===== src/wpsp_pkg.sv =====
// Shared types, sizes and codes of the wildcard pattern scan and patch block.
`default_nettype none

package wpsp_pkg;

  localparam int unsigned PATTERN_MAX = 512;
  localparam int unsigned OFFSET_BITS = 32;

  localparam int unsigned BYTE_W    = 8;
  localparam int unsigned ACTION_W  = 3;
  localparam int unsigned SLOT_W    = 9;
  localparam int unsigned CFG_W     = 10;
  localparam int unsigned CFG_IDX_W = 1;
  localparam int unsigned OFFSET_W  = 32;

  localparam int unsigned IDX_W  = (PATTERN_MAX > 1) ? $clog2(PATTERN_MAX) : 1;
  localparam int unsigned LEN_W  = $clog2(PATTERN_MAX + 1);
  localparam int unsigned WIDE_W = (LEN_W > SLOT_W) ? LEN_W : SLOT_W;

  // Fan-in of each level of the mismatch reduction tree.
  localparam int unsigned GROUP = 8;
  localparam int unsigned L1_N  = (PATTERN_MAX + GROUP - 1) / GROUP;
  localparam int unsigned L2_N  = (L1_N + GROUP - 1) / GROUP;

  typedef logic [BYTE_W-1:0]      byte_t;
  typedef logic [SLOT_W-1:0]      slot_t;
  typedef logic [CFG_W-1:0]       cfg_t;
  typedef logic [IDX_W-1:0]       idx_t;
  typedef logic [LEN_W-1:0]       len_t;
  typedef logic [WIDE_W-1:0]      wide_t;
  typedef logic [OFFSET_BITS-1:0] cnt_t;
  typedef logic [OFFSET_W-1:0]    offset_t;
  typedef logic [L1_N*GROUP-1:0]  l1_pad_t;
  typedef logic [L2_N*GROUP-1:0]  l2_pad_t;

  // A pattern byte of this value matches any data byte.
  localparam byte_t WILDCARD = 8'h00;

  typedef enum logic [ACTION_W-1:0] {
    ACT_LOAD_PATTERN = 3'd0,
    ACT_LOAD_REPLACE = 3'd1,
    ACT_DATA         = 3'd2,
    ACT_DRAIN        = 3'd3,
    ACT_RESTART      = 3'd4
  } action_e;

  typedef enum logic [CFG_IDX_W-1:0] {
    REG_PATTERN_LENGTH = 1'b0,
    REG_REPLACE_LENGTH = 1'b1
  } cfg_reg_e;

  typedef enum logic [1:0] {
    ST_IDLE,
    ST_REDUCE1,
    ST_REDUCE2,
    ST_DECIDE
  } state_e;

  typedef struct packed {
    logic [ACTION_W-1:0] action;
    logic [SLOT_W-1:0]   slot;
    logic [BYTE_W-1:0]   value;
  } in_item_t;

  typedef struct packed {
    logic [BYTE_W-1:0]   out_byte;
    logic                found;
    logic [OFFSET_W-1:0] match_offset;
    logic                last;
  } out_item_t;

  // Broadcast from the controller to every cell of the window chain.
  typedef struct packed {
    logic  pop;
    logic  push;
    idx_t  push_pos;
    byte_t data;
    logic  pat_we;
    logic  rep_we;
    slot_t slot;
    byte_t load_val;
    logic  patch;
    len_t  patch_len;
    len_t  cmp_len;
  } cell_ctrl_t;

endpackage

`default_nettype wire


===== src/wpsp_mismatch_tree.sv =====
// Two registered OR levels that reduce the per-cell mismatch flags.
`default_nettype none

module wpsp_mismatch_tree (
  input  wire logic                               clk_i,
  input  wire logic [wpsp_pkg::PATTERN_MAX-1:0]   mis_i,
  output logic                                    any_o
);

  wpsp_pkg::l1_pad_t              mis_pad;
  logic [wpsp_pkg::L1_N-1:0]      l1_q, l1_d;
  wpsp_pkg::l2_pad_t              l1_pad;
  logic [wpsp_pkg::L2_N-1:0]      l2_q, l2_d;

  assign mis_pad = wpsp_pkg::l1_pad_t'(mis_i);
  assign l1_pad  = wpsp_pkg::l2_pad_t'(l1_q);

  always_comb begin
    for (int g = 0; g < wpsp_pkg::L1_N; g++) begin
      l1_d[g] = |mis_pad[g*wpsp_pkg::GROUP +: wpsp_pkg::GROUP];
    end
  end

  always_comb begin
    for (int g = 0; g < wpsp_pkg::L2_N; g++) begin
      l2_d[g] = |l1_pad[g*wpsp_pkg::GROUP +: wpsp_pkg::GROUP];
    end
  end

  always_ff @(posedge clk_i) begin
    l1_q <= l1_d;
    l2_q <= l2_d;
  end

  assign any_o = |l2_q;

endmodule

`default_nettype wire


===== config.mk =====
export PLATFORM = sky130hd
export DESIGN_NAME = wpsp_mismatch_tree
export DESIGN_NICKNAME = d
export VERILOG_FILES = /design/src/wpsp_pkg.sv /design/src/wpsp_mismatch_tree.sv
export SDC_FILE = /design/constraint.sdc
export NUM_CORES = 1
export LEC_CHECK = 0
export BUFFER_PORTS_ARGS = -buffer_cell sky130_fd_sc_hd__buf_4
export CORE_AREA = 2 2 198 200
export DETAILED_ROUTE_END_ITERATION = 6
export DIE_AREA = 0 0 200 202
export GPL_TIMING_DRIVEN = 0
export HOLD_SLACK_MARGIN = 0.05
export PLACE_DENSITY = 0.32
export RECOVER_POWER = 25
export SYNTH_ARGS = -nofsm -noshare
export SYNTH_HDL_FRONTEND = slang
export SYNTH_SLANG_ARGS = --single-unit

===== constraint.sdc =====
create_clock -name clk_i -period 2.3 [get_ports clk_i]
set_clock_uncertainty 0.1 [all_clocks]
set_input_delay 0.345 -clock clk_i [delete_from_list [all_inputs] [get_ports clk_i]]
set_output_delay 0.345 -clock clk_i [all_outputs]
set_load 0.02 [all_outputs]

-- Word-level counts from Yosys, hierarchy flattened
Cells that the tools add are included.
- memories kept: 0
- bits in latches: 0
- bits of input ports: 513
- output and inout bits: 1
- RAM bits: 0
- ROM bits: 0
- flip-flop bits (word level): 72
- reduce and logical (&&, ||, !) cells: 73
- eq/ne operators: 0
- $mul: 0
- bitwise gates (word level): 0
- mux-type cells: 0
- $add $sub $neg: 0
- shifts and indexed selects: 0
- divide/modulo/power cells: 0
- order comparisons: 0
- operators with widths (cell ; number):
    $reduce_or A8 Y1 ; 73

-- Depth between registers and ports, before layout
- word-level depth: 1
- depth in mapped cells: 2

-- Least setup slack after synthesis
Ideal clock, no wire load.
- kind: register to output
- from: register l2_q[1] in the netlist's numbering
- to: output port any_o
- data required time: 1.855 ns
- path buffers: 0
- data arrival time: 0.702 ns
- stages on the path, launching flop included: 3
- slack: 1.153 ns
- cells stage by stage: dfxtp_1 > nor4_1 > nand2_1
- cells in the longest elaborated chain, start to end: 1
- RTL lines (item ; line ; source):
    start, declared ; wpsp_mismatch_tree.sv:13 ; logic [wpsp_pkg::L2_N-1:0] l2_q, l2_d;
    start signal, assigned ; wpsp_mismatch_tree.sv:32 ; l2_q <= l2_d;
    $reduce_or A8 Y1 ; wpsp_mismatch_tree.sv:35 ; assign any_o = |l2_q;
    end, declared ; wpsp_mismatch_tree.sv:7 ; output logic any_o
Every way passes these cells.

-- Final worst setup path
- from: register l2_q[5] in the netlist's numbering
- to: output port any_o
The elaborated chain is that of the path after synthesis.

==> summary.txt <==
Synth
  • Post-synthesis share of cell area spent on xor and xnor gates: 0%
  • Largest family of logic cells by synthesized area: simple AND/OR/NAND/NOR gates
  • Compound-Gate Fraction of Synth Area: 0%
  • Simple-gate share of the synthesized area: 45.17%
  • EDFF count, synth: 0
  • Sequential area share after synthesis: 54.83%
  • Commonest cells post-synth: nor4_1, nand2_1, dfxtp_1
  • Cell accounting for the most synthesized area: dfxtp_1
  • Ys Warns: 0
  • Synthesis-stage register bit count: 72
  • Mux cell area share after synthesis: 0%
  • Primary FF master, synth: dfxtp_1
  • Post-Synth Adder-Cell Area: 0%
  • Synthesized area per cell: 9.034 um^2
  • Top-count cell post-synth: nor4_1
  • Synth top area share: between 50% and 60%
  • Synth Cell Area: 2629 um^2
  • Post-Syn Instances: 291
  • Synth area leaders: dfxtp_1, nor4_1, nand2_1
  • Distinct cells, synth: 3
  • Async S/R FF share, synth: 0%
  • Mapped Nets: about 800

Worst hold path
  • Hold Crit Class: in2reg
  • Cells on Worst Hold Path: 3
  • Hold Crit Start: mis_i[166]
  • Hold EP: l1_pad[20]

Drt
  • First DRT Iteration DRCs: 67
  • WL/cell: 14.00 um
  • Metal2 WL: 10580 um
  • Final wirelength: 18760 um
  • First-pass DRT Iterations: 4
  • Wire length on met3: 1910 um
  • Detailed-route vias per instance: 3.331
  • Vias: between 4000 and 5000
  • # DRC: 0
  • M1 wire length: 5643 um
  • Antenna-violating nets left: 0
  • Top Layer Used: met4

Global route
  • First-pass GRT wire length: around 24000 um
  • Initial antenna violation count: 0
  • Vias in the first global route: 4744
  • Global route overflow: 0
  • Largest net degree at the start of global routing: 13
  • Overall Global Routing Usage: roughly 8.5%

STA
  • Setup violators final: 0
  • Endpoints failing hold: 0
  • RSZ-0062 raised after global routing: no
  • Max-Slew Margin vs Limit: 58.76%
  • Fmax achieved: 0.5110 GHz
  • Hold slack: between 0.08 and 0.09 ns
  • Fin crit share: 85.08%
  • Worst slew pin tran: 0.6129 ns
  • Final Critical Period: 1.957 ns
  • Slew Viols, Final: 0
  • TNS Setup: 0 ns

Die
  • Cell Rows: ~70
  • # IOs: 514
  • Die height: 202 um
  • Initial Util: under 10%
  • Area of the core: 38290 um^2
  • Die area: 40400 um^2
  • Die Width: around 200 um

Cells and area
  • Layout area overhead: 183.0%
  • Final #Nets: 1330
  • Layout cell share with drive strength beyond 1: 64.11%
  • Antenna cells: 0
  • Fill cell count: roughly 4300

Clock tree
  • Cts hold-fix bufs: 2
  • Post-cts sizing count: 0
  • CTS tree: yes
  • Clk slew on worst S/H paths: 0.06 ns
  • Sink Count: between 70 and 80
  • H-tree depth: 3
  • Clock Tree Root: clkbuf_16
  • CTS Buf Count: 9
  • Max clock buf depth: 2
  • Post-CTS setup buffers: 0
  • Clk Latency, worst-skew pair: about 0.34 ns

Run status
  • Status: finished clean

Flow run
  • Max Cap Viol: 0

Placed design
  • GPL Wtd Cong: 0.7243
  • Buffers on Ports: 513
  • Dpl hpwl: 16920 um

Worst setup path
  • Worst-case reg-to-reg path depth: 2
  • Crit end category: output pin
  • Crit Path Class: reg2out
  • Worst path cell trace: nor4_1, nand2_1, buf_4
  • Startpoint Class: register
  • CP max-delay cell: nor4_1
  • Worst-path fanout max: 1
  • Flop-to-flop setup slack: 1.17 ns
  • End of the worst register-to-register path: l2_q[1]
  • Worst EP required: 1.86 ns
  • R2R Path Start: l1_pad[9]
  • Crit path DAT: 1.51 ns
  • Crit path largest cell delay: 0.56 ns

Power and ir drop
  • LEAKAGE: between 3 and 4 nW
  • Pwr dens: 455.1 nW/um^2
  • Worst vdd ir: between 300 and 400 uV
==> cell families after synthesis <==
family / after synthesis
AND/OR/NAND/NOR: 219
flip-flops: 72
==> worst max-delay path, delay by kind of cell (launching register included) <==
| kind | cells | cell delay (ns) |
|---|---|---|
| buffers and inverters | 1 | 0.19 |
| DFF | 1 | 0.30 |
| and+or+nand+nor | 2 | 0.68 |
==> report_power, final <==
group          switching (mW)  internal [mW]  total (mW)
Clock                   0.558          0.841        1.40
Sequential            0.00116           1.25        1.25
Combinational           0.166          0.568       0.734
Total                   0.725           2.66        3.38
==> cell usage in the layout, fill, tap and decap left out, drive strengths merged <==
master       count
buf            495
nor4           146
nand2           73
dfxtp           72
clkbuf          29
clkinv           4
dlygate4sd3      2
bufinv           1
==> stage by stage <==
step	power [mW]	instances	area (um^2)	utilization (%)	setup slack [ns]
after floorplan	1.321	291	2629	-	1.153
final	3.385	1340	7438	19.43	0.3432
after global routing	3.581	1340	7438	19.43	0.01924
after detailed placement	2.020	1322	7128	18.62	0.4438
after global placement	2.015	1322	7128	18.62	0.4810
after CTS	3.509	1340	7438	19.43	0.04308
==> flip-flops by register name, indices dropped and copies added, names as in the netlist <==
name    flops
l1_pad     64
l2_q        8
==> layout make-up <==
cell class | instances | area (um^2) | area share, %
repair buffers | 515 | 3871 | 52.04
flip-flops and latches | 72 | 1441 | 19.38
multi-input cells | 219 | 1187 | 15.96
well taps | 518 | 648.1 | 8.713
clock buffers | 11 | 232.7 | 3.129
clock inverters | 5 | 57.56 | 0.7738
==> routing by layer <==
metal,GRT usage [%],vias up
met1,6.971,1909
met3,2.603,25
met4,4.153,0
met2,17.73,308
li1,-,2222
met5,0,-
==> worst max path at each step <==
| stage | start | depth (start not counted) | to |
|---|---|---|---|
| finish | l2_q[5] | 3 | any_o |
| global placement | l2_q[5] | 3 | any_o |
| global route | l2_q[5] | 3 | any_o |
| floorplan | l2_q[1] | 2 | any_o |
| detailed placement | l2_q[5] | 3 | any_o |
| CTS | l2_q[5] | 3 | any_o |
No activity file was read; power rests on OpenSTA's default activity.
