**src/wpsp_pkg.sv**
```systemverilog
// Shared types, sizes and codes of the wildcard pattern scan and patch block.
`default_nettype none

package wpsp_pkg;

  localparam int unsigned PATTERN_MAX = 512;
  localparam int unsigned OFFSET_BITS = 32;

  localparam int unsigned BYTE_W    = 8;
  localparam int unsigned ACTION_W  = 3;
  localparam int unsigned SLOT_W    = 9;
  localparam int unsigned CFG_W     = 10;
  localparam int unsigned CFG_IDX_W = 1;
  localparam int unsigned OFFSET_W  = 32;

  localparam int unsigned IDX_W  = (PATTERN_MAX > 1) ? $clog2(PATTERN_MAX) : 1;
  localparam int unsigned LEN_W  = $clog2(PATTERN_MAX + 1);
  localparam int unsigned WIDE_W = (LEN_W > SLOT_W) ? LEN_W : SLOT_W;

  // Fan-in of each level of the mismatch reduction tree.
  localparam int unsigned GROUP = 8;
  localparam int unsigned L1_N  = (PATTERN_MAX + GROUP - 1) / GROUP;
  localparam int unsigned L2_N  = (L1_N + GROUP - 1) / GROUP;

  typedef logic [BYTE_W-1:0]      byte_t;
  typedef logic [SLOT_W-1:0]      slot_t;
  typedef logic [CFG_W-1:0]       cfg_t;
  typedef logic [IDX_W-1:0]       idx_t;
  typedef logic [LEN_W-1:0]       len_t;
  typedef logic [WIDE_W-1:0]      wide_t;
  typedef logic [OFFSET_BITS-1:0] cnt_t;
  typedef logic [OFFSET_W-1:0]    offset_t;
  typedef logic [L1_N*GROUP-1:0]  l1_pad_t;
  typedef logic [L2_N*GROUP-1:0]  l2_pad_t;

  // A pattern byte of this value matches any data byte.
  localparam byte_t WILDCARD = 8'h00;

  typedef enum logic [ACTION_W-1:0] {
    ACT_LOAD_PATTERN = 3'd0,
    ACT_LOAD_REPLACE = 3'd1,
    ACT_DATA         = 3'd2,
    ACT_DRAIN        = 3'd3,
    ACT_RESTART      = 3'd4
  } action_e;

  typedef enum logic [CFG_IDX_W-1:0] {
    REG_PATTERN_LENGTH = 1'b0,
    REG_REPLACE_LENGTH = 1'b1
  } cfg_reg_e;

  typedef enum logic [1:0] {
    ST_IDLE,
    ST_REDUCE1,
    ST_REDUCE2,
    ST_DECIDE
  } state_e;

  typedef struct packed {
    logic [ACTION_W-1:0] action;
    logic [SLOT_W-1:0]   slot;
    logic [BYTE_W-1:0]   value;
  } in_item_t;

  typedef struct packed {
    logic [BYTE_W-1:0]   out_byte;
    logic                found;
    logic [OFFSET_W-1:0] match_offset;
    logic                last;
  } out_item_t;

  // Broadcast from the controller to every cell of the window chain.
  typedef struct packed {
    logic  pop;
    logic  push;
    idx_t  push_pos;
    byte_t data;
    logic  pat_we;
    logic  rep_we;
    slot_t slot;
    byte_t load_val;
    logic  patch;
    len_t  patch_len;
    len_t  cmp_len;
  } cell_ctrl_t;

endpackage

`default_nettype wire

```
**src/wpsp_cell.sv**
```systemverilog
// One window cell: a window byte, its pattern byte and its replacement byte.
`default_nettype none

module wpsp_cell (
  input  wire logic                clk_i,
  input  wire wpsp_pkg::idx_t      idx_i,
  input  wire wpsp_pkg::cell_ctrl_t ctrl_i,
  input  wire wpsp_pkg::byte_t     next_win_i,
  output wpsp_pkg::byte_t          win_o,
  output logic                     mismatch_o
);

  wpsp_pkg::byte_t win_q, win_d;
  wpsp_pkg::byte_t pat_q, pat_d;
  wpsp_pkg::byte_t rep_q, rep_d;

  always_comb begin
    win_d = win_q;
    // A pop moves every byte one cell toward the head.
    if (ctrl_i.pop) begin
      win_d = next_win_i;
    end
    if (ctrl_i.push && (idx_i == ctrl_i.push_pos)) begin
      win_d = ctrl_i.data;
    end
    if (ctrl_i.patch && (wpsp_pkg::len_t'(idx_i) < ctrl_i.patch_len)) begin
      win_d = rep_q;
    end
  end

  always_comb begin
    pat_d = pat_q;
    rep_d = rep_q;
    if (ctrl_i.pat_we &&
        (wpsp_pkg::wide_t'(idx_i) == wpsp_pkg::wide_t'(ctrl_i.slot))) begin
      pat_d = ctrl_i.load_val;
    end
    if (ctrl_i.rep_we &&
        (wpsp_pkg::wide_t'(idx_i) == wpsp_pkg::wide_t'(ctrl_i.slot))) begin
      rep_d = ctrl_i.load_val;
    end
  end

  always_ff @(posedge clk_i) begin
    win_q <= win_d;
    pat_q <= pat_d;
    rep_q <= rep_d;
  end

  assign win_o      = win_q;
  assign mismatch_o = (wpsp_pkg::len_t'(idx_i) < ctrl_i.cmp_len) &&
                      (pat_q != wpsp_pkg::WILDCARD) && (pat_q != win_q);

endmodule

`default_nettype wire

```
**config.mk**
```make
export PLATFORM = sky130hd
export DESIGN_NAME = wpsp_cell
export DESIGN_NICKNAME = d
export VERILOG_FILES = /design/src/wpsp_pkg.sv /design/src/wpsp_cell.sv
export SDC_FILE = /design/constraint.sdc
export NUM_CORES = 1
export LEC_CHECK = 0
export BUFFER_PORTS_ARGS = -buffer_cell sky130_fd_sc_hd__buf_4
export CORE_MARGIN = 8
export CORE_UTILIZATION = 46
export CTS_BUF_LIST = sky130_fd_sc_hd__clkbuf_4 sky130_fd_sc_hd__clkbuf_8 sky130_fd_sc_hd__clkbuf_16
export CTS_CLUSTER_SIZE = 24
export DETAILED_ROUTE_END_ITERATION = 8
export MAX_ROUTING_LAYER = met4
export PLACE_DENSITY = 0.79
export RECOVER_POWER = 50
export SLEW_MARGIN = 20
export SYNTH_ARGS = -nofsm -noshare
export SYNTH_HDL_FRONTEND = slang
export SYNTH_SLANG_ARGS = --single-unit
```
**constraint.sdc**
```tcl
create_clock -name clk_i -period 2.3 [get_ports clk_i]
set_input_delay 0.115 -clock clk_i [delete_from_list [all_inputs] [get_ports clk_i]]
set_output_delay 0.115 -clock clk_i [all_outputs]
set_load 0.01 [all_outputs]
```
* Word-level counts from Yosys, hierarchy flattened
Cells that the tools add are included.
Storage, ports and cells: flip-flop bits (word level) 24, input port bits 77, output and inout port bits 9, logic and storage cells 19
Cells by class: order comparisons 2, equal/unequal tests 3, muxes and demuxes 3, reductions and logical operators 8
Operators by type and width (number):
- 2-to-1 mux 8 bit | 3
- < comparator 9 x 10 -> 1 bit | 2
- == test 9 bit | 2
- inequality test 8 bit | 1
- nonzero test 8 bit | 1
- logical AND 1 bit | 6
- nonzero test 3 bit | 1

* Logic depth before layout (Yosys ltp)
word-level depth 4, gate-level depth with buffers 8, gate-level depth less buffers 7

* Least setup slack after synthesis
No wires, ideal clock.
kind input to register, start in ctrl_i[15] in the netlist's numbering, end reg win_q[0] (netlist: win_o[0]), data pin, arrival 1.541 ns, required time 2.040 ns, setup slack 0.498 ns, cell stages on the path 8, buffers on the path 1, path through inv_1 ha_1 a41o_1 a21oi_1 nor2_1 or3_1 buf_6 mux2_4
On the way: longest elaborated chain between the ends 3
RTL lines:
- start: declaration | RTL line wpsp_cell.sv:7 | input wire wpsp_pkg::cell_ctrl_t ctrl_i,
- < comparator 9 x 10 -> 1 bit | RTL line wpsp_cell.sv:26 | if (ctrl_i.patch && (wpsp_pkg::len_t'(idx_i) < ctrl_i.patch_len)) begin
- logical AND 1 bit | RTL line wpsp_cell.sv:26
- 2-to-1 mux 8 bit | RTL line wpsp_cell.sv:26
- net win_d[0] | RTL line wpsp_cell.sv:13 | wpsp_pkg::byte_t win_q, win_d;
- end signal: assignment | RTL line wpsp_cell.sv:45 | win_q <= win_d;
- end: declaration | RTL line wpsp_cell.sv:13
The timed path passes the listed nets, and every way through them passes these cells. A chain may end at the register's enable or synchronous reset.

* Worst setup path after layout
start in idx_i[7], end reg win_q[3] (netlist: win_o[3]), enable pin
On the way: longest elaborated chain between the ends 3
RTL lines:
- start: declaration | RTL line wpsp_cell.sv:6 | input wire wpsp_pkg::idx_t idx_i,
- < comparator 9 x 10 -> 1 bit or == test 9 bit (tied branches) | RTL line wpsp_cell.sv:26, wpsp_cell.sv:23
- logical AND 1 bit, on equally long branches | RTL line wpsp_cell.sv:26, wpsp_cell.sv:23
- nonzero test 3 bit (no source line) *
Every way passes the cells marked *; elsewhere a longest branch is shown, timed or not.

==> summary.md <==
| Metric | Value |
|---|---|
| Cell Pwr Density | `475 nW/um2` |
| PnR Total Power | `1150 uW` |
| Layout area overhead | `43.1%` |
| Router iterations before antenna repair | `4` |
| Syn Inst Count | `140` |
| WL final | `4410 um` |
| Number of hold buffers added after cts | `0` |
| Slew at the pin closest to its max-slew limit | `515 ps` |
| Mean area per synthesized cell | `12.1 um2` |
| Final HPWL from detailed placement | `3910 um` |
| Htree depth | `1` |
| Crit path capture type | `flip-flop` |
| Via density | `4.90` |
| Synth Cell Area | `1690 um2` |
| 1st-iter DRT viols | `41` |
| Final period util | `0.836` |
| Slew headroom | `0.654` |
| Pre-CTS setup slack | `78.8 ps` |
| Largest net degree at the start of global routing | `15` |
| Die width | `76.6 um` |
| CTS Sinks | `24` |
| WL/cell | `15.9 um` |
| Postcts setup bufs | `0` |
| All-Layer GR Usage | `0.151` |
| Port Buffer Count | `85` |
| Compound-Gate Fraction of Synth Area | `0.0600` |
| Max Slew Vio Count | `0` |
| Max Cap Viol | `0` |
| Setup TNS | `0 ps` |
| Syn. warnings | `0` |
| ANT nets after route | `0` |
| Largest family of logic cells by synthesized area | `XOR/XNOR gates` |
| Initial core utilization | `0.468` |
| Site row count | `22` |
| Post-synthesis sequential area ratio | `0.427` |
| CORE AREA | `3610 um2` |
| Total CTS buffers | `3` |
| Worst hold path type | `input pin to flip-flop` |
| Final hold viol count | `0` |
| Number of resized instances in the post-cts repair step | `0` |
| Pint | `903 uW` |
| Hold_ws | `58.5 ps` |
| Share of cells above drive strength 1 | `0.424` |
| Clk_lat worst skew | `260 ps` |
| CTS max path bufs | `2` |
| Vias in the first global route | `1449` |
| Total die area | `5860 um2` |
| Critical path peak fanout | `9` |
| Logic pwr share | `0.247` |
| RSZ-0062 raised after global routing | `false` |
| Final setup viols | `0` |
| Root buf cell | `clkbuf_8` |
| TritonCTS clock tree | `built` |
| XOR/XNOR Fraction of Synth Area | `0.135` |
| Status | `finished clean` |
| Startpoint Class | `input pin` |
| Seq pwr share | `0.444` |
| Area after DPL | `2380 um2` |
| Most common cell after layout, fill and taps aside | `buf_4` |
| # diodes | `0` |
| Final RePlAce weighted congestion | `0.871` |
| # nets final | `323` |
| Post-route DRC | `0` |
| Final setup margin | `378 ps` |
| Mux cell area share after synthesis | `0.125` |
| Commonest non-fill, non-tap cells in the layout | `buf_4, xnor2_1, edfxtp_1, inv_1, ha_1` |
| Post-synthesis cell type count | `25` |
| Reg2reg setup slack | `1410 ps` |
| Sw power | `245 uW` |
| Syn nets | `233` |
| Clk pwr share | `0.310` |
| Leakage power | `0.00111 uW` |
| Initial antenna violation count | `0` |
| Required time of the critical path | `2240 ps` |
| Grt total ovfl | `0` |
| Clock Pin Slew Worst Setup and Hold Paths | `80 ps` |
| Global-route wire length before repair | `7070 um` |
| Finished Cell Area | `2420 um2` |
| Final worst path period need | `1920 ps` |
| Max IR drop VDD | `520 uV` |
| #FFs+latches synth | `24` |
| Post-Synth Simple-Gate Area | `0.0927` |
| Adder-Cell Fraction of Synth Area | `0.119` |
| Net Sw Frac | `0.213` |
| Critical path arrival | `1860 ps` |
| Max Freq | `520 MHz` |
| Via count | `1357` |
| Fin Clk Skew | `3.11 ps` |
| CP Class | `input pin to flip-flop` |
| Die Y | `76.6 um` |
| Io pins | `86` |
-- path summary, 6_finish.rpt --
| kind | start | to | cells after the start |
|---|---|---|---|
| worst min register to register | rep_q[7]$_DFFE_PP_ | win_o[7]$_DFFE_PP_ | 1 |
| worst max-delay path | idx_i[7] | win_o[3]$_DFFE_PP_ | 7 |
| worst min-delay path | ctrl_i[27] | pat_q[6]$_DFFE_PP_ | 1 |
| worst max register to register | rep_q[5]$_DFFE_PP_ | win_o[5]$_DFFE_PP_ | 1 |
-- routing by layer --
metal / up-vias / GRT usage / wire length [um]
li1: 690 / - / -
met1: 614 / 0.184 / 2020
met2: 51 / 0.257 / 2190
met3: 2 / 0.0271 / 196
met4: 0 / 0.0231 / 14
met5: - / - / 0
-- registers in the layout, indices dropped and copies added (netlist names) --
signal,flops
win_o,8
rep_q,8
pat_q,8
-- metrics by stage --
step            util  std cells
5_1_grt        0.670        277
2_1_floorplan      -        140
3_5_place_dp   0.661        273
6_report       0.670        277
3_3_place_gp   0.661        273
4_1_cts        0.680        277
-- logic make-up (layout without fill, tap and decap cells) --
group           count (synthesis)  in the layout
fa+ha+maj                      16             16
xor+xnor                       26             26
buf+inv                        17            106
simple gates                   25             25
compound gates                 16             16
mux                            16             16
flops                          24             24
-- power by group through the flow --
stage / sequential (uW) / clock (uW) / combinational [uW]
floorplan: 525 / 0 / 132
global placement: 520 / 0 / 291
detailed placement: 520 / 0 / 298
CTS: 510 / 362 / 300
global route: 511 / 376 / 310
finish: 509 / 355 / 283
-- cells in the mapped netlist --
library cell	instances	share of area
and4b_1	1	0.0059
xnor2_1	24	0.12
nand2_1	3	0.0067
nor2_1	2	0.0044
nor3_1	1	0.0030
mux2_4	8	0.071
nor4_1	3	0.011
nand4b_1	1	0.0052
a21o_1	5	0.022
nand4_1	6	0.022
nor3_4	1	0.0096
o21ai_0	2	0.0059
and2_1	2	0.0074
nand3_1	2	0.0059
or3_1	1	0.0037
o221ai_1	1	0.0052
edfxtp_1	24	0.43
mux2_2	8	0.053
xor2_1	2	0.010
ha_1	16	0.12
inv_1	16	0.036
a41o_1	1	0.0059
a21oi_1	7	0.021
nand2b_1	2	0.0074
buf_6	1	0.0067
-- worst max-delay path, cell delays in order --
cell and delay [ps]:
buf_4 130, ha_1 300, a21o_1 160, a21oi_1 120, o21ai_0 90, or3_1 580, nand2_1 350
-- final cells by class --
class                           instances  area, um2
Sequential cell                        24        721
Timing Repair Buffer                   86        608
Multi-Input combinational cell         99        896
Clock inverter                          1       30.0
Fill cell                             294       1190
Inverter                               16       60.1
Tap cell                               48       60.1
Clock buffer                            3       41.3
Note: power is estimated with default switching activity, not from simulation.
