## src/wpsp_pkg.sv

```systemverilog
// Shared types, sizes and codes of the wildcard pattern scan and patch block.
`default_nettype none

package wpsp_pkg;

  localparam int unsigned PATTERN_MAX = 512;
  localparam int unsigned OFFSET_BITS = 32;

  localparam int unsigned BYTE_W    = 8;
  localparam int unsigned ACTION_W  = 3;
  localparam int unsigned SLOT_W    = 9;
  localparam int unsigned CFG_W     = 10;
  localparam int unsigned CFG_IDX_W = 1;
  localparam int unsigned OFFSET_W  = 32;

  localparam int unsigned IDX_W  = (PATTERN_MAX > 1) ? $clog2(PATTERN_MAX) : 1;
  localparam int unsigned LEN_W  = $clog2(PATTERN_MAX + 1);
  localparam int unsigned WIDE_W = (LEN_W > SLOT_W) ? LEN_W : SLOT_W;

  // Fan-in of each level of the mismatch reduction tree.
  localparam int unsigned GROUP = 8;
  localparam int unsigned L1_N  = (PATTERN_MAX + GROUP - 1) / GROUP;
  localparam int unsigned L2_N  = (L1_N + GROUP - 1) / GROUP;

  typedef logic [BYTE_W-1:0]      byte_t;
  typedef logic [SLOT_W-1:0]      slot_t;
  typedef logic [CFG_W-1:0]       cfg_t;
  typedef logic [IDX_W-1:0]       idx_t;
  typedef logic [LEN_W-1:0]       len_t;
  typedef logic [WIDE_W-1:0]      wide_t;
  typedef logic [OFFSET_BITS-1:0] cnt_t;
  typedef logic [OFFSET_W-1:0]    offset_t;
  typedef logic [L1_N*GROUP-1:0]  l1_pad_t;
  typedef logic [L2_N*GROUP-1:0]  l2_pad_t;

  // A pattern byte of this value matches any data byte.
  localparam byte_t WILDCARD = 8'h00;

  typedef enum logic [ACTION_W-1:0] {
    ACT_LOAD_PATTERN = 3'd0,
    ACT_LOAD_REPLACE = 3'd1,
    ACT_DATA         = 3'd2,
    ACT_DRAIN        = 3'd3,
    ACT_RESTART      = 3'd4
  } action_e;

  typedef enum logic [CFG_IDX_W-1:0] {
    REG_PATTERN_LENGTH = 1'b0,
    REG_REPLACE_LENGTH = 1'b1
  } cfg_reg_e;

  typedef enum logic [1:0] {
    ST_IDLE,
    ST_REDUCE1,
    ST_REDUCE2,
    ST_DECIDE
  } state_e;

  typedef struct packed {
    logic [ACTION_W-1:0] action;
    logic [SLOT_W-1:0]   slot;
    logic [BYTE_W-1:0]   value;
  } in_item_t;

  typedef struct packed {
    logic [BYTE_W-1:0]   out_byte;
    logic                found;
    logic [OFFSET_W-1:0] match_offset;
    logic                last;
  } out_item_t;

  // Broadcast from the controller to every cell of the window chain.
  typedef struct packed {
    logic  pop;
    logic  push;
    idx_t  push_pos;
    byte_t data;
    logic  pat_we;
    logic  rep_we;
    slot_t slot;
    byte_t load_val;
    logic  patch;
    len_t  patch_len;
    len_t  cmp_len;
  } cell_ctrl_t;

endpackage

`default_nettype wire

```

## src/wpsp_ctrl.sv

```systemverilog
// Controller: item decode, fill and offset counters, match state and result register.
`default_nettype none

module wpsp_ctrl (
  input  wire logic                     clk_i,
  input  wire logic                     rst_ni,
  input  wire logic                     in_valid_i,
  output logic                          in_ready_o,
  input  wire wpsp_pkg::in_item_t       in_data_i,
  output logic                          out_valid_o,
  input  wire logic                     out_ready_i,
  output wpsp_pkg::out_item_t           out_data_o,
  input  wire logic [wpsp_pkg::CFG_IDX_W-1:0] cfg_idx_i,
  input  wire logic                     cfg_we_i,
  input  wire wpsp_pkg::cfg_t           cfg_wdata_i,
  input  wire wpsp_pkg::byte_t          head_i,
  input  wire logic                     any_mis_i,
  output wpsp_pkg::cell_ctrl_t          cell_ctrl_o
);

  wpsp_pkg::state_e    state_q, state_d;
  wpsp_pkg::len_t      len_q, len_d;
  wpsp_pkg::cfg_t      rlen_q, rlen_d;
  wpsp_pkg::len_t      fill_q, fill_d;
  wpsp_pkg::cnt_t      cnt_q, cnt_d;
  logic                found_q, found_d;
  wpsp_pkg::cnt_t      pos_q, pos_d;
  logic                pend_q, pend_d;
  wpsp_pkg::byte_t     pend_byte_q, pend_byte_d;
  wpsp_pkg::len_t      cmp_len_q, cmp_len_d;
  wpsp_pkg::len_t      patch_len_q, patch_len_d;
  logic                out_valid_q, out_valid_d;
  wpsp_pkg::out_item_t out_data_q, out_data_d;

  logic                accept;
  logic                is_pat, is_rep, is_data, is_drain, is_restart;
  logic                leaving;
  wpsp_pkg::len_t      fill_push;
  logic                need_cmp;
  logic                data_cmp;
  logic                emit;
  logic                emit_last;
  wpsp_pkg::byte_t     emit_byte;

  assign in_ready_o = (state_q == wpsp_pkg::ST_IDLE) && (!out_valid_q || out_ready_i);
  assign accept     = in_valid_i && in_ready_o;

  always_comb begin
    is_pat     = 1'b0;
    is_rep     = 1'b0;
    is_data    = 1'b0;
    is_drain   = 1'b0;
    is_restart = 1'b0;
    unique case (wpsp_pkg::action_e'(in_data_i.action))
      wpsp_pkg::ACT_LOAD_PATTERN: is_pat     = 1'b1;
      wpsp_pkg::ACT_LOAD_REPLACE: is_rep     = 1'b1;
      wpsp_pkg::ACT_DATA:         is_data    = 1'b1;
      wpsp_pkg::ACT_DRAIN:        is_drain   = 1'b1;
      wpsp_pkg::ACT_RESTART:      is_restart = 1'b1;
      default: ;
    endcase
  end

  // A full window loses its oldest byte before the new byte enters.
  assign leaving   = (fill_q >= len_q);
  assign fill_push = leaving ? fill_q : (fill_q + wpsp_pkg::len_t'(1));
  assign need_cmp  = !found_q && (fill_push == len_q);
  assign data_cmp  = accept && is_data && need_cmp;

  always_comb begin
    state_d = state_q;
    unique case (state_q)
      wpsp_pkg::ST_IDLE: begin
        if (data_cmp) begin
          state_d = wpsp_pkg::ST_REDUCE1;
        end
      end
      wpsp_pkg::ST_REDUCE1: state_d = wpsp_pkg::ST_REDUCE2;
      wpsp_pkg::ST_REDUCE2: state_d = wpsp_pkg::ST_DECIDE;
      wpsp_pkg::ST_DECIDE:  state_d = wpsp_pkg::ST_IDLE;
      default:              state_d = wpsp_pkg::ST_IDLE;
    endcase
  end

  always_comb begin
    len_d       = len_q;
    rlen_d      = rlen_q;
    fill_d      = fill_q;
    cnt_d       = cnt_q;
    found_d     = found_q;
    pos_d       = pos_q;
    pend_d      = pend_q;
    pend_byte_d = pend_byte_q;
    cmp_len_d   = cmp_len_q;
    patch_len_d = patch_len_q;
    emit        = 1'b0;
    emit_last   = 1'b0;
    emit_byte   = head_i;

    cell_ctrl_o           = '0;
    cell_ctrl_o.data      = in_data_i.value;
    cell_ctrl_o.slot      = in_data_i.slot;
    cell_ctrl_o.load_val  = in_data_i.value;
    cell_ctrl_o.patch_len = patch_len_q;
    cell_ctrl_o.cmp_len   = cmp_len_q;

    if (cfg_we_i) begin
      unique case (wpsp_pkg::cfg_reg_e'(cfg_idx_i))
        wpsp_pkg::REG_PATTERN_LENGTH: begin
          if (cfg_wdata_i == '0) begin
            len_d = wpsp_pkg::len_t'(1);
          end else if (cfg_wdata_i > wpsp_pkg::PATTERN_MAX) begin
            len_d = wpsp_pkg::len_t'(wpsp_pkg::PATTERN_MAX);
          end else begin
            len_d = wpsp_pkg::len_t'(cfg_wdata_i);
          end
        end
        wpsp_pkg::REG_REPLACE_LENGTH: rlen_d = cfg_wdata_i;
        default: ;
      endcase
    end

    if (accept) begin
      if (is_pat) begin
        cell_ctrl_o.pat_we = 1'b1;
      end
      if (is_rep) begin
        cell_ctrl_o.rep_we = 1'b1;
      end
      if (is_data) begin
        cell_ctrl_o.push     = 1'b1;
        cell_ctrl_o.pop      = leaving;
        cell_ctrl_o.push_pos = leaving ? wpsp_pkg::idx_t'(fill_q - wpsp_pkg::len_t'(1))
                                       : wpsp_pkg::idx_t'(fill_q);
        fill_d    = fill_push;
        cmp_len_d = len_q;
        patch_len_d = (rlen_q < len_q) ? wpsp_pkg::len_t'(rlen_q) : len_q;
        if (cnt_q != '1) begin
          cnt_d = cnt_q + wpsp_pkg::cnt_t'(1);
        end
        if (need_cmp) begin
          // The leaving byte waits until the compare has settled the found flag.
          pend_d      = leaving;
          pend_byte_d = head_i;
        end else begin
          emit = leaving;
        end
      end
      if (is_drain && (fill_q != '0)) begin
        cell_ctrl_o.pop = 1'b1;
        fill_d          = fill_q - wpsp_pkg::len_t'(1);
        emit            = 1'b1;
        emit_last       = (fill_q == wpsp_pkg::len_t'(1));
      end
      if (is_restart) begin
        fill_d  = '0;
        cnt_d   = '0;
        found_d = 1'b0;
        pos_d   = '0;
      end
    end

    if (state_q == wpsp_pkg::ST_DECIDE) begin
      if (!any_mis_i) begin
        found_d = 1'b1;
        pos_d   = (cnt_q >= wpsp_pkg::cnt_t'(cmp_len_q))
                ? (cnt_q - wpsp_pkg::cnt_t'(cmp_len_q)) : '0;
        cell_ctrl_o.patch = 1'b1;
      end
      if (pend_q) begin
        emit      = 1'b1;
        emit_byte = pend_byte_q;
        pend_d    = 1'b0;
      end
    end

    out_valid_d = out_valid_q && !out_ready_i;
    out_data_d  = out_data_q;
    if (emit) begin
      out_valid_d             = 1'b1;
      out_data_d.out_byte     = emit_byte;
      out_data_d.found        = found_d;
      out_data_d.match_offset = wpsp_pkg::offset_t'(pos_d);
      out_data_d.last         = emit_last;
    end
  end

  always_ff @(posedge clk_i or negedge rst_ni) begin
    if (!rst_ni) begin
      state_q     <= wpsp_pkg::ST_IDLE;
      len_q       <= wpsp_pkg::len_t'(1);
      rlen_q      <= '0;
      fill_q      <= '0;
      cnt_q       <= '0;
      found_q     <= 1'b0;
      pos_q       <= '0;
      pend_q      <= 1'b0;
      out_valid_q <= 1'b0;
    end else begin
      state_q     <= state_d;
      len_q       <= len_d;
      rlen_q      <= rlen_d;
      fill_q      <= fill_d;
      cnt_q       <= cnt_d;
      found_q     <= found_d;
      pos_q       <= pos_d;
      pend_q      <= pend_d;
      out_valid_q <= out_valid_d;
    end
  end

  always_ff @(posedge clk_i) begin
    pend_byte_q <= pend_byte_d;
    cmp_len_q   <= cmp_len_d;
    patch_len_q <= patch_len_d;
    out_data_q  <= out_data_d;
  end

  assign out_valid_o = out_valid_q;
  assign out_data_o  = out_data_q;

endmodule

`default_nettype wire

```

## config.mk

```make
export PLATFORM = sky130hd
export DESIGN_NAME = wpsp_ctrl
export DESIGN_NICKNAME = d
export VERILOG_FILES = /design/src/wpsp_pkg.sv /design/src/wpsp_ctrl.sv
export SDC_FILE = /design/constraint.sdc
export NUM_CORES = 1
export LEC_CHECK = 0
export BUFFER_PORTS_ARGS = -buffer_cell sky130_fd_sc_hd__buf_2
export CORE_MARGIN = 3
export CORE_UTILIZATION = 53
export DETAILED_ROUTE_END_ITERATION = 12
export HOLD_SLACK_MARGIN = 0.03
export PLACE_DENSITY = 0.72
export SYNTH_ARGS = -nofsm -noshare
export SYNTH_HDL_FRONTEND = slang
export SYNTH_SLANG_ARGS = --single-unit
```

## constraint.sdc

```tcl
create_clock -name clk_i -period 5.8 [get_ports clk_i]
set_input_delay 0.58 -clock clk_i [delete_from_list [all_inputs] [get_ports clk_i]]
set_output_delay 0.58 -clock clk_i [all_outputs]
set_load 0.005 [all_outputs]
```

# Word level (Yosys, flattened, before mapping)
# Cells that the tools add are included.
[word_totals] reg_bits=169 input_bits=45 output_inout_bits=103 elab_cells=110
[classes] add_sub_neg=4 n_lt_le_gt_ge=4 eq_ne=11 n_mux=49 n_bitwise=1 n_reduce_logical=25
[op_table] op="32-bit two-way mux" n=8
[op_table] op="10-bit two-way mux" n=7
[op_table] op="32-bit by 1-bit adder with 32-bit output (second input constant)" n=1
[op_table] op="32-bit by 10-bit greater-or-equal comparator with 1-bit output" n=1
[op_table] op="32-bit != test (second input constant)" n=1
[op_table] op="32-bit by 10-bit subtractor with 32-bit output" n=1
[op_table] op="1-bit two-way mux" n=26
[op_table] op="11-bit two-way mux" n=2
[op_table] op="8-bit two-way mux" n=2
[op_table] op="10-bit by 1-bit adder with 10-bit output (second input constant)" n=1
[op_table] op="10-bit by 1-bit == test with 1-bit output (second input constant)" n=1
[op_table] op="10-bit == test" n=1
[op_table] op="10-bit greater-or-equal comparator" n=1
[op_table] op="10-bit greater-than comparator (second input constant)" n=1
[op_table] op="10-bit zero test" n=1
[op_table] op="10-bit < comparator" n=1
[op_table] op="2-bit AND reduction" n=5
[op_table] op="10-bit nonzero test" n=1
[op_table] op="10-bit by 1-bit subtractor with 10-bit output (second input constant)" n=1
[op_table] op="9-bit two-way mux" n=1
[op_table] op="2-bit case mux with 4 select lines" n=1
[op_table] op="1-bit logical AND" n=7
[op_table] op="3-bit by 2-bit == test with 1-bit output (second input constant)" n=2
[op_table] op="3-bit AND reduction" n=2
[op_table] op="13 further kinds" n=18

# Logic depth before layout (Yosys ltp)
# Gate-level depths: netlist of the first run.
[logic_depth] depth_word=11 mapped_depth=13 depth_no_buf=12

# Least setup slack after synthesis of the first run
# OpenSTA, ideal clock, no wires.
[synth_timing] path_kind="flip-flop to flip-flop" start="reg len_q[7]" end="reg out_data_q, in the netlist out_data_o[0], enable pin" t_arrival_ns=3.346 t_required_ns=5.397 path_slack_ns=2.051 path_stages_with_launch=12 period_less_slack_ns=3.749 cell_sequence="dfrtp_1 inv_1 ha_1 a211oi_1 o211a_1 o21ai_1 and2_1 clkbuf_1 a2111o_1 or2_1 nand3_1 a22o_1"
[synth_between] elab_chain_cells=10
[synth_rtl] element="from (decl)" line_no="wpsp_ctrl.sv:22" source="wpsp_pkg::len_t len_q, len_d;"
[synth_rtl] element="from (signal assigned)" line_no="wpsp_ctrl.sv:191" source="len_q <= wpsp_pkg::len_t'(1);"
[synth_rtl] element="from (signal assigned)" line_no="wpsp_ctrl.sv:201" source="len_q <= len_d;"
[synth_rtl] element="10-bit greater-or-equal comparator" line_no="wpsp_ctrl.sv:65" source="assign leaving = (fill_q >= len_q);"
[synth_rtl] element="10-bit two-way mux" line_no="wpsp_ctrl.sv:66" source="assign fill_push = leaving ? fill_q : (fill_q + wpsp_pkg::len_t'(1));"
[synth_rtl] element="10-bit == test" line_no="wpsp_ctrl.sv:67" source="assign need_cmp = !found_q && (fill_push == len_q);"
[synth_rtl] element="1-bit logical AND" line_no="wpsp_ctrl.sv:67"
[synth_rtl] element="1-bit two-way mux *" line_no="wpsp_ctrl.sv:141" source="if (need_cmp) begin"
[synth_rtl] element="1-bit two-way mux *" line_no="wpsp_ctrl.sv:130" source="if (is_data) begin"
[synth_rtl] element="1-bit two-way mux *" line_no="wpsp_ctrl.sv:149" source="if (is_drain && (fill_q != '0)) begin"
[synth_rtl] element="1-bit two-way mux *" line_no="wpsp_ctrl.sv:123" source="if (accept) begin"
[synth_rtl] element="1-bit two-way mux" line_no="wpsp_ctrl.sv:170" source="if (pend_q) begin"
[synth_rtl] element="1-bit two-way mux *" line_no="wpsp_ctrl.sv:163" source="if (state_q == wpsp_pkg::ST_DECIDE) begin"
[synth_rtl] element="named net emit" line_no="wpsp_ctrl.sv:41" source="logic emit;"
[synth_rtl] element="to (signal assigned)" line_no="wpsp_ctrl.sv:216" source="out_data_q <= out_data_d;"
[synth_rtl] element="to (decl)" line_no="wpsp_ctrl.sv:33" source="wpsp_pkg::out_item_t out_data_q, out_data_d;"
# The timed path passes the listed nets; every way through them passes the cells marked *.
# A chain may end at the register's enable or synchronous reset.

# Worst setup path after layout of the first run
[layout_timing] start="reg fill_q[0]" end="reg out_data_q, in the netlist out_data_o[5], enable pin"
[layout_between] elab_chain_cells=10 elab_cells_between_ends=13
[layout_rtl] element="from (decl)" line_no="wpsp_ctrl.sv:24" source="wpsp_pkg::len_t fill_q, fill_d;"
[layout_rtl] element="from (signal assigned)" line_no="wpsp_ctrl.sv:203" source="fill_q <= fill_d;"
[layout_rtl] element="10-bit by 1-bit adder with 10-bit output or 10-bit greater-or-equal comparator (tied branches)" line_no="wpsp_ctrl.sv:66, wpsp_ctrl.sv:65"
[layout_rtl] element="10-bit two-way mux" line_no="wpsp_ctrl.sv:66"
[layout_rtl] element="10-bit == test" line_no="wpsp_ctrl.sv:67"
[layout_rtl] element="1-bit logical AND" line_no="wpsp_ctrl.sv:67"
[layout_rtl] element="1-bit two-way mux" line_no="wpsp_ctrl.sv:141"
[layout_rtl] element="1-bit two-way mux" line_no="wpsp_ctrl.sv:130"
[layout_rtl] element="1-bit two-way mux *" line_no="wpsp_ctrl.sv:149"
[layout_rtl] element="1-bit two-way mux *" line_no="wpsp_ctrl.sv:123"
[layout_rtl] element="1-bit two-way mux" line_no="wpsp_ctrl.sv:170"
[layout_rtl] element="1-bit two-way mux *" line_no="wpsp_ctrl.sv:163"
[layout_rtl] element="named net emit" line_no="wpsp_ctrl.sv:41"
# Marks and branches as above.

==> reports/qor.yml, run 1 <==
grt:
  grt.overflow.total: 0
  grt_usage_pct: 22.5
  antenna_found_initial: 0
  first_global_vias: 6472
  grt_first_pass_wirelength_um: 33100
  grt_max_degree: 73
critical_path:
  critical_path.endpoint_type: "register"
  crit_type: "reg2reg"
  worstPathRequired_ns: 5.83
  cp_max_fo: 42
  cp.arrival_ns: 4.28
  cp-start-kind: "register"
sta:
  min_period_ns: 4.25
  drv_slew: 0
  timing.final.crit_share_pct: 73.3
  worst_clock_skew_ns: 0.0101
  max-slew-margin-rel_pct: 30.4
  setup_viol: 0
  finalHoldViolCount: 0
  rsz0062_at_grt: "no"
  fmax_mhz: 235
  worstMarginPinSlew_ns: 1.04
  setup-tns-final_ns: 0
detailed_routing:
  drt_wl_total_um: 20000
  ant_nets: 0
  firstDrtPassIters: 6
  routedWlPerCell_um: 17.6
  vias_per_cell: 5.67
  drc: 0
  drt-initial-drc-count: 390
  dr_total_vias: 6461
logic_synthesis:
  yosys.cell_count.top_type: "dfrtp_1"
  synth_area_per_cell_um2: 10.7
  post-synth-top-area-cell: "dfrtp_1"
  async_reset_ff_share_pct: 58.6
  ys_ff_latch: 169
  synthXorXnorAreaFrac_pct: 6.51
  yosys_warnings: 0
  synth_top_area_share_pct: 27.2
  synth_adder_area_share_pct: 5.49
  synthesis.nets: 927
  syn_inst: 843
  ys_seq_area_share_pct: 50.8
  synth_edf_count: 70
  synth_top_family_by_area: "simple AND/OR/NAND/NOR gates"
  yosys_most_used_dff: "dfrtp_1"
  synthSimpleGateAreaFrac_pct: 16.3
  synth-compound-area-share_pct: 11.6
  synth.distinct_cells: 70
  synth_area_um2: 9020
  synth_common_cells: "dfrtp_1, edfxtp_1, nand2_1"
  yosys-top-cells-area: "dfrtp_1, edfxtp_1, ha_1"
  synthMuxAreaShare_pct: 3.97
layout:
  num_antenna_cells: 0
  stdcell_area_um2: 10100
  final_layout_size_suffix_gt1_share_pct: 20.2
  area_growth_pct: 11.8
  layout.nets: 990
placed_design:
  hpwl_um: 14100
  io_buffers: 105
  place_area_um2: 9490
  place.gp.congestion: 0.897
floorplanning:
  die_h_um: 136
  dieArea_um2: 18600
  core-area_um2: 16600
  num_io_pins: 148
  die_w_um: 136
  start_util_pct: 54.2
  rows: 47
clock_tree:
  root_buffer: "clkbuf_16"
  cts-buffers-inserted: 17
  cts_resized: 0
  clkTransAtPathRegs_ns: 0.07
  worstSkewPairLatency_ns: 0.43
  cts_setup_buffers: 0
  htree_levels: 4
  cts_tree: "done"
  holdBufCountCts: 0
  clock_sinks: 169
  clk_path_buf_depth: 2
flow_run:
  drv_cap: 0
status:
  outcome: "completed"
power:
  p_leak_nw: 4.42
  ir_drop_mv: 0.231
  p_per_area_nw_per_um2: 366
hold_path:
  hp-class: "in2async"
-- cell usage in the layout (no fill, tap or decap), types with 11 or more instances in the layout --
master	instances
inv_1	29
nand3_1	28
a21oi_1	27
clkbuf_16	17
nor4_1	18
nand2_1	69
and2_1	11
o21ai_1	20
xnor2_1	35
and3_1	12
nand4_1	13
dfrtp_1	98
nor2_1	60
nand2b_1	14
edfxtp_1	70
mux2_2	29
o21ai_0	28
ha_1	38
buf_2	104
xor2_1	32
nor3_1	14
-- cell families (layout without fill, tap and decap cells) --
kind of cell,count (synthesis),in the layout
buffers and inverters,95,171
AND/OR/NAND/NOR,285,285
flip-flops,169,169
multiplexers,32,32
XOR/XNOR,67,67
adder cells (fa/ha/maj),39,39
AO/OA/AOI/OAI,156,156
-- power breakdown --
part	leakage, nW	switching (W)	internal, W
Clock	0.290	0.000493	0.000639
Combinational	2.18	0.000569	0.000382
Sequential	1.94	0.000132	0.00147
-- layout make-up --
type / count / area [um^2]
timing repair buffer: 110 / 566
clock buffer: 20 / 467
sequential: 169 / 4580
fill: 1359 / 6560
tap: 220 / 275
inverter: 29 / 109
clock inverter: 12 / 128
multi-input combinational: 579 / 3960
-- state kept, by name, indices dropped and copies added, names as in the netlist --
register,count
pend_byte_q,8
rlen_q,10
pos_q,32
state_q,2
len_q,10
pend_q,1
found_q,1
patch_len_q,10
out_data_o,42
fill_q,10
cmp_len_q,10
cnt_q,32
out_valid_o,1
-- final timing paths --
path,to,cells past startpoint,slack (ns),start
hold reg to reg,pos_q[26]$_DFF_PN0_,2,0.49,pos_q[26]$_DFF_PN0_
max in group asynchronous,rlen_q[3]$_DFFE_PN0P_,2,4.46,rst_ni
setup / recovery,out_data_o[5]$_DFFE_PP_,10,1.55,fill_q[0]$_DFFE_PN0P_
min in group clk_i,pend_byte_q[4]$_DFFE_PP_,1,0.34,head_i[4]
hold / removal,pos_q[24]$_DFF_PN0_,1,0.06,rst_ni
setup reg to reg,out_data_o[5]$_DFFE_PP_,10,1.55,fill_q[0]$_DFFE_PN0P_
-- worst max-delay path, cell delays in order (launching register included) --
cell,delay [ns]
dfrtp_1,0.51
inv_1,0.18
ha_1,0.30
nand2b_1,0.09
a21oi_1,0.08
o21ai_1,0.61
and2_1,0.46
o211ai_1,0.17
a2111oi_2,0.60
nand3_1,0.20
a22o_2,0.61
-- stage by stage --
stage	setup slack, ns	hold slack [ns]	power (W)	instances	util [%]
after floorplan	2.05	0.284	0.00231	843	-
after global placement	1.82	0.468	0.00254	1107	57.0
after detailed placement	1.66	0.475	0.00256	1107	57.0
after CTS	1.66	0.0703	0.00370	1139	60.6
after global routing	1.34	0.0717	0.00390	1139	60.6
final	1.55	0.0635	0.00369	1139	60.6
-- per-layer routing --
layer | track usage (%) | up-vias | share of wire (%)
met5 | 0 | - | 0
met4 | 8.06 | 0 | 1.3
met3 | 3.70 | 22 | 3.8
met2 | 37.4 | 145 | 50
met1 | 30.1 | 3143 | 45
li1 | - | 3151 | -
Note: power is estimated with default switching activity, not from simulation.
==> run 2, diff against run 1 <==
ABC_AREA = 1   (was unset)
CORE_UTILIZATION = 52   (was 53)
PLACE_DENSITY = 0.73   (was 0.72)
clock period = 3.6 ns   (was 5.8 ns; I/O delays follow)
==> reports/qor.yml, run 2 <==
layout:
  area_growth_pct: 12.0
  layout.nets: 1262
  utilization_pct: 59.7
  final_layout_size_suffix_gt1_share_pct: 18.2
  largest_reg_flops: 42
  mostFrequentLayoutCells: "nand2_1, inv_1, buf_2"
  num_antenna_cells: 0
  final_common_cell: "nand2_1"
detailed_routing:
  drc: 0
  routedWlPerCell_um: 16.6
  vias_per_cell: 5.56
  firstDrtPassIters: 5
  drt-initial-drc-count: 569
  dr_total_vias: 7898
  drt_wl_total_um: 23600
  ant_nets: 0
critical_path:
  cp_max_fo: 42
  r2r_slack_ns: 0.39
  worstPathRequired_ns: 3.66
  rr_startpoint: "fill_q[0]$_DFFE_PN0P_"
  cp.arrival_ns: 3.28
  critical_path.endpoint_type: "register"
  crit_type: "reg2reg"
  reg2reg_depth: 19
  cp-start-kind: "register"
  worst_r2r_endpoint: "out_data_o[8]$_DFFE_PP_"
grt:
  grt.overflow.total: 0
  grt_first_pass_wirelength_um: 39100
  grt_usage_pct: 24.1
  grt_max_degree: 61
  antenna_found_initial: 0
  first_global_vias: 7832
clock_tree:
  cts_setup_buffers: 0
  cts_resized: 0
  clock_sinks: 169
  htree_levels: 4
  clkTransAtPathRegs_ns: 0.07
  holdBufCountCts: 0
  cts-buffers-inserted: 17
  root_buffer: "clkbuf_16"
  cts_tree: "done"
  worstSkewPairLatency_ns: 0.44
  clk_path_buf_depth: 2
floorplanning:
  start_util_pct: 53.3
  die_h_um: 142
  rows: 49
  die_w_um: 142
  dieArea_um2: 20200
  core-area_um2: 18100
  num_io_pins: 148
power:
  p_int_w: 0.00451
  combPwrFrac_pct: 39.3
  switching_power_w: 0.00309
  p_per_area_nw_per_um2: 704
  p_leak_nw: 4.96
  switching_share_pct: 40.7
  ir_drop_mv: 0.422
  pwr-share-seq_pct: 36.3
  clock_power_share_pct: 24.3
logic_synthesis:
  yosys_most_used_dff: "dfrtp_1"
  ys_ff_latch: 169
  synth_common_cells: "nand2_1, inv_1, dfrtp_1"
  synthMuxAreaShare_pct: 1.17
  synth.distinct_cells: 55
  yosys.cell_count.top_type: "nand2_1"
  syn_inst: 1096
  synth_top_area_share_pct: 25.4
  ys_seq_area_share_pct: 47.5
  yosys-top-cells-area: "dfrtp_1, edfxtp_1, nand2_1"
  synthSimpleGateAreaFrac_pct: 23.1
  synth_area_um2: 9640
  synth_adder_area_share_pct: 5.14
  synthesis.nets: 1180
  synth_top_family_by_area: "simple AND/OR/NAND/NOR gates"
  synth-compound-area-share_pct: 10.1
  synth_edf_count: 70
  synth_area_per_cell_um2: 8.80
  synthXorXnorAreaFrac_pct: 4.36
  post-synth-top-area-cell: "dfrtp_1"
  yosys_warnings: 0
  async_reset_ff_share_pct: 58.6
sta:
  max-slew-margin-rel_pct: 27.6
  worst_clock_skew_ns: 0.0143
  setup_viol: 0
  fmax_mhz: 311
  drv_slew: 0
  setup-tns-final_ns: 0
  finalHoldViolCount: 0
  rsz0062_at_grt: "no"
  timing.final.crit_share_pct: 89.2
  min_period_ns: 3.21
  worstMarginPinSlew_ns: 1.08
flow_run:
  drv_cap: 0
placed_design:
  place.gp.congestion: 0.918
  io_buffers: 105
  hpwl_um: 17500
status:
  outcome: "completed"
hold_path:
  hp-class: "in2async"
-- run 2: cells by family after synthesis --
group,count (synthesis)
AOI/OAI and AO/OA,168
xor gates and xnor gates,48
muxes,10
and+or+nand+nor,483
DFF,169
buffers and inverters,179
adders and majority gates,39
-- run 2: area by class of cell --
cell class | instances | area, um^2
Clock buffer | 18 | 429
Sequential cell | 169 | 4580
Clock inverter | 14 | 159
Multi-Input combinational cell | 748 | 4240
Fill cell | 1638 | 7290
Tap cell | 229 | 287
Inverter | 121 | 454
Timing Repair Buffer | 121 | 648
-- run 2: layer usage --
metal	wire, um	vias up	global-route usage (%)
met5	0	-	0
met4	618	0	8.94
met3	1010	61	3.63
met2	12000	238	41.8
met1	9990	3748	30.6
li1	-	3851	-
-- run 2: power groups by stage --
stage | registers [W] | clock network [W] | logic [W]
finish | 0.00276 | 0.00185 | 0.00299
global route | 0.00281 | 0.00195 | 0.00340
CTS | 0.00276 | 0.00187 | 0.00298
detailed placement | 0.00279 | 0 | 0.00295
global placement | 0.00278 | 0 | 0.00290
floorplan | 0.00268 | 0 | 0.00231
-- run 2: worst max path at each step --
stage / start / end / slack (ns)
finish: fill_q[0]$_DFFE_PN0P_ / out_data_o[8]$_DFFE_PP_ / 0.39
global route: fill_q[0]$_DFFE_PN0P_ / out_data_o[8]$_DFFE_PP_ / 0.13
CTS: len_q[9]$_DFFE_PN0P_ / out_data_o[8]$_DFFE_PP_ / 0.40
detailed placement: len_q[9]$_DFFE_PN0P_ / out_data_o[8]$_DFFE_PP_ / 0.42
global placement: fill_q[0]$_DFFE_PN0P_ / out_data_o[7]$_DFFE_PP_ / 0.50
floorplan: state_q[0]$_DFFE_PN0P_ / out_data_o[0]$_SDFFCE_PN0P_ / 0.23
-- run 2: worst max-delay path: stages (launching register included) --
cell     delay [ns]
dfrtp_1        0.49
inv_2          0.15
ha_1           0.30
inv_1          0.04
nand2_1        0.07
nand2_1        0.05
nand2_1        0.06
nand3_2        0.11
nand3_4        0.23
nand2_1        0.11
nand2_1        0.09
nand2_1        0.05
nand2_1        0.11
nor2_1         0.06
nand2_1        0.11
nor2_2         0.06
nand3_1        0.07
nand2_1        0.08
nand2_2        0.07
buf_4          0.48
-- run 2: metrics by stage --
| step | cells | instance area (um^2) | power, W | setup WS [ns] | hold slack, ns |
|---|---|---|---|---|---|
| floorplan | 1096 | 9640 | 0.00499 | 0.230 | 0.0644 |
| global placement | 1388 | 10200 | 0.00568 | 0.497 | 0.459 |
| detailed placement | 1388 | 10200 | 0.00574 | 0.425 | 0.460 |
| CTS | 1420 | 10800 | 0.00760 | 0.404 | 0.0523 |
| global route | 1420 | 10800 | 0.00816 | 0.133 | 0.0814 |
| finish | 1420 | 10800 | 0.00760 | 0.389 | 0.0274 |
